**src/dts_pkg.sv**
```systemverilog
// Package for the depth-first topological sort block.
// Holds shared constants, queue item type, result status codes and walker states.
// No dependencies.
package dts_pkg;

    localparam int MAX_VERTICES_DEF = 64;
    localparam int MAX_EDGES_DEF    = 256;
    localparam int VERTEX_W         = 6;
    localparam int COUNT_W          = 7;

    typedef enum logic [1:0] {
        ST_VERTEX = 2'd0,
        ST_CYCLE  = 2'd1,
        ST_DROP   = 2'd2
    } status_t;

    typedef enum logic [1:0] {
        KIND_EDGE,
        KIND_DROP,
        KIND_START
    } kind_t;

    typedef struct packed {
        kind_t                kind;
        logic [VERTEX_W-1:0]  from_v;
        logic [VERTEX_W-1:0]  to_v;
    } cmd_t;

    typedef enum logic [3:0] {
        BK_IDLE,
        BK_LINK,
        BK_SCAN,
        BK_LOAD,
        BK_EDGE,
        BK_EXPL,
        BK_POP,
        BK_SHOW,
        BK_FLAG
    } back_state_t;

endpackage

```
**src/dts_front.sv**
```systemverilog
// Front end: vertex count register, item classification and a two-entry queue.
// Depends on dts_pkg.
module dts_front #(
    parameter int MAX_VERTICES = 64
) (
    input  logic                          clk,
    input  logic                          rst_n,
    input  logic                          cfg_valid,
    output logic                          cfg_ready,
    input  logic [dts_pkg::COUNT_W-1:0]   cfg_data,
    input  logic                          s_axis_tvalid,
    output logic                          s_axis_tready,
    input  logic [15:0]                   s_axis_tdata,
    input  logic [0:0]                    s_axis_tuser,
    output dts_pkg::cmd_t                 q_item,
    output logic                          q_valid,
    input  logic                          q_ready,
    output logic [dts_pkg::COUNT_W-1:0]   n
);
    import dts_pkg::*;

    localparam int QDEPTH = 2;
    localparam int QPW    = $clog2(QDEPTH);

    logic [COUNT_W-1:0] vc_reg;
    cmd_t               q_reg [QDEPTH];
    logic [QPW-1:0]     wr_ptr_reg, rd_ptr_reg;
    logic [QPW:0]       count_reg;
    logic [VERTEX_W-1:0] from_v, to_v;
    cmd_t               cls;
    logic               push, pop;

    assign cfg_ready = 1'b1;

    always_comb
    begin
        if (vc_reg == '0)
            n = COUNT_W'(1);
        else if (vc_reg > COUNT_W'(MAX_VERTICES))
            n = COUNT_W'(MAX_VERTICES);
        else
            n = vc_reg;
    end

    assign from_v = s_axis_tdata[VERTEX_W-1:0];
    assign to_v   = s_axis_tdata[2*VERTEX_W-1:VERTEX_W];

    always_comb
    begin
        cls.from_v = from_v;
        cls.to_v   = to_v;
        if (s_axis_tuser[0])
            cls.kind = KIND_START;
        else if ({1'b0, from_v} >= n || {1'b0, to_v} >= n)
            cls.kind = KIND_DROP;
        else
            cls.kind = KIND_EDGE;
    end

    assign s_axis_tready = (count_reg != (QPW+1)'(QDEPTH));
    assign q_valid       = (count_reg != '0);
    assign q_item        = q_reg[rd_ptr_reg];
    assign push          = s_axis_tvalid && s_axis_tready;
    assign pop           = q_valid && q_ready;

    always_ff @(posedge clk or negedge rst_n)
    begin
        if (!rst_n)
        begin
            vc_reg     <= COUNT_W'(1);
            wr_ptr_reg <= '0;
            rd_ptr_reg <= '0;
            count_reg  <= '0;
        end
        else
        begin
            if (cfg_valid)
                vc_reg <= cfg_data;
            if (push)
                wr_ptr_reg <= wr_ptr_reg + QPW'(1);
            if (pop)
                rd_ptr_reg <= rd_ptr_reg + QPW'(1);
            if (push && !pop)
                count_reg <= count_reg + (QPW+1)'(1);
            else if (pop && !push)
                count_reg <= count_reg - (QPW+1)'(1);
        end
    end

    always_ff @(posedge clk)
    begin
        if (push)
            q_reg[wr_ptr_reg] <= cls;
    end

endmodule

```
**config.mk**
```make
export PLATFORM = sky130hd
export DESIGN_NAME = dts_front
export DESIGN_NICKNAME = d
export VERILOG_FILES = /design/src/dts_pkg.sv /design/src/dts_front.sv
export SDC_FILE = /design/constraint.sdc
export NUM_CORES = 1
export LEC_CHECK = 0
export BUFFER_PORTS_ARGS = -buffer_cell sky130_fd_sc_hd__buf_2
export CORE_AREA = 2 2 51 77
export CTS_BUF_LIST = sky130_fd_sc_hd__clkbuf_4 sky130_fd_sc_hd__clkbuf_8
export DETAILED_ROUTE_END_ITERATION = 8
export DIE_AREA = 0 0 53 79
export GPL_TIMING_DRIVEN = 0
export HOLD_SLACK_MARGIN = 0.08
export MAX_ROUTING_LAYER = met4
export PLACE_DENSITY = 0.88
export SLEW_MARGIN = 30
export SYNTH_ARGS = -nofsm -noshare
export SYNTH_HDL_FRONTEND = slang
export SYNTH_SLANG_ARGS = --single-unit
export TNS_END_PERCENT = 10
```
**constraint.sdc**
```tcl
create_clock -name clk -period 3.1 [get_ports clk]
set_clock_uncertainty 0.05 [all_clocks]
set_input_delay 0.62 -clock clk [delete_from_list [all_inputs] [get_ports clk]]
set_output_delay 0.62 -clock clk [all_outputs]
set_load 0.01 [all_outputs]
```
==> impl_metrics.toml <==
[die]
start_util = 0.5242
io-pin-count = 53
die_h_um = 79
die_area_mm2 = 0.004187
core_area_mm2 = 0.003547
die_w_um = 53
row_count = 27

[setup_path]
path_buf_inv = 0
max_stage_delay_ns = 0.40
critPathSlowestCell = "dfrtp_1"
crit_fanout = 3
critPathLaunchType = "flop"
rrSetupSlack_ns = 1.0
arrival_ns = 2.07
path_delay_family = "compound AO/OA/AOI/OAI gates"
critPathCaptureType = "flop"
critical_path_class = "flop to flop"
worstPathCellList = "nor3_1, a21oi_1, nor2_1, ha_1, nand2b_1, a211oi_1, o22a_1, a21oi_2"
critPathRequiredTime_ns = 3.07

[placement]
gp_congestion = 0.8997
hpwl_um = 2440
port_buffers = 46
dpl_cell_area_mm2 = 0.002146

[route]
drc = 0
met1_length_um = 1186
antenna_left = 0
firstDrtPassIters = 5
drt-initial-drc-count = 21
highest_layer = "met4"
dr_wl_met2_um = 1743
detail_route.wirelength_um = 3124
drt-wirelength-per-cell_um = 14.07
vias = 1113
met3RoutedLength_um = 167
drt-vias-per-instance = 5.014

[clock_network]
clkTransAtPathRegs_ns = 0.07
cts_tree = "built"
cts_root_buffer = "clkbuf_8"
clock_path_buffers = 2
postCtsHoldBufs = 0
post_cts_buffers = 0
cts_resized = 0
cts_made_buffers = 5
htree_levels = 2
cts.sinks = 39
clock_latency_ns = 0.28

[synthesis]
yosysWarnings = 0
ys_ff_latch = 39
syn_nets = 167
synth-edff-count = 28
synth.avg_cell_area_um2 = 14.87
synth.yosys.seq_area_share = 0.6009
syn-cell-area_mm2 = 0.001859
ys.flop_type = "edfxtp_1"
netlist_instances = 125
synth_cell_type_count = 29
async_flop_share = 0.2821

[cells_and_area]
antenna_cells = 0
multi_input_area_um2 = 670.6
regArea_mm2 = 0.001117
largest_register_ffs = 28
fillers = 282
drive_above_1_share = 0.4693
layout.nets = 220
finish.instance_area_mm2 = 0.002235
area_growth_pct = 20.19

[timing]
worstMarginPinSlew_ns = 0.7176
fmax_mhz = 475.4
period_needed_ns = 2.104
hold_viol_final = 0
setup_tns_ns = 0
slew_headroom = 0.5211
report.final.slew_viol_count = 0
setup_viol = 0
rsz0062_at_grt = "no"
timing.final.crit_share = 0.6786

[global_routing]
overflow = 0
grt_pass1_vias = 1104
grt_util_all_layers = 0.1667
grt_first_pass_wirelength_um = 4961
grt_max_degree = 15
antenna_found_initial = 0

[run]
maxCapViolCount = 0

[power_and_ir_drop]
max-vdd-ir-drop_v = 0.0005675
power_leakage_nw = 1.016
powerDensity_mw_per_mm2 = 754.6

[run_status]
status = "finished, final reports clean"

[min_path]
hp-class = "primary input to async pin"
area by class of cell:
cell class | instances | area share
Timing Repair Buffer | 46 | 0.1030
Inverter | 8 | 0.01344
Buffer | 6 | 0.01960
Tap cell | 43 | 0.02408
Clock inverter | 1 | 0.002240
Multi-Input combinational cell | 72 | 0.3001
Clock buffer | 7 | 0.03751
Sequential cell | 39 | 0.5000
per-layer routing:
| layer | vias to the layer above | global-route usage |
|---|---|---|
| li1 | 552 | - |
| met5 | - | - |
| met4 | 0 | 0.08718 |
| met2 | 39 | 0.2775 |
| met1 | 520 | 0.1860 |
| met3 | 2 | 0.03008 |
logic make-up after synthesis:
kind of cell               share of synthesized area
other                                       0.002017
AOI/OAI and AO/OA                            0.04173
buffers and inverters                        0.03970
adders and majority gates                    0.08749
muxes                                         0.1454
xor gates and xnor gates                     0.02356
DFF                                           0.6009
and+or+nand+nor                              0.05922
per-stage QoR:
step                setup WS [ns]    util  hold slack [ns]  total power [W]  instances
CTS                         1.003  0.6300           0.1424         0.001709        222
global route               0.8613  0.6300           0.1484         0.001779        222
finish                     0.9965  0.6300           0.1431         0.001686        222
global placement            1.018  0.6042           0.4260         0.001347        214
detailed placement          1.033  0.6049           0.4465         0.001376        214
floorplan                   1.075       -           0.2744         0.001184        125
synth_stat cells (2+ instances only):
| library cell | n | area share |
|---|---|---|
| mux2_2 | 12 | 0.073 |
| edfxtp_1 | 28 | 0.45 |
| a21oi_2 | 2 | 0.0094 |
| buf_6 | 2 | 0.012 |
| nor3_1 | 2 | 0.0054 |
| xor2_1 | 2 | 0.0094 |
| nand2b_1 | 7 | 0.024 |
| nand2_1 | 3 | 0.0061 |
| buf_2 | 2 | 0.0054 |
| a21oi_1 | 2 | 0.0054 |
| nor2_1 | 6 | 0.012 |
| inv_1 | 8 | 0.016 |
| mux2_4 | 9 | 0.073 |
| dfrtp_1 | 10 | 0.13 |
| o21ai_1 | 2 | 0.0054 |
| ha_1 | 13 | 0.087 |
| xnor2_1 | 3 | 0.014 |
power by group:
group,switching [W],internal [W],leakage [nW],total (W)
clock network,0.000155,0.000175,0.0491,0.000330
logic,0.000294,0.000312,0.579,0.000605
registers,0.0000491,0.000702,0.388,0.000751
total,0.000498,0.00119,1.02,0.00169
path summary, 6_finish.rpt:
kind,startpoint,endpoint,depth (start not counted)
setup / recovery,vc_reg[1],q_reg[1][12],8
setup reg to reg,vc_reg[1],q_reg[1][12],8
hold reg to reg,count_reg[1],count_reg[1],1
hold / removal,rst_n,vc_reg[3],1
min in group clk,count_reg[1],count_reg[1],1
max in group asynchronous,rst_n,vc_reg[0],1
cells in the final DEF, fill, tap and decap left out, drive strengths merged, types with 3 or more instances in the layout:
master / count
a21oi: 4
buf: 51
clkbuf: 8
dfrtp: 10
edfxtp: 28
ha: 13
inv: 8
mux2: 21
nand2: 3
nand2b: 7
nor2: 6
xnor2: 3
(Power assumes the default switching activity.)
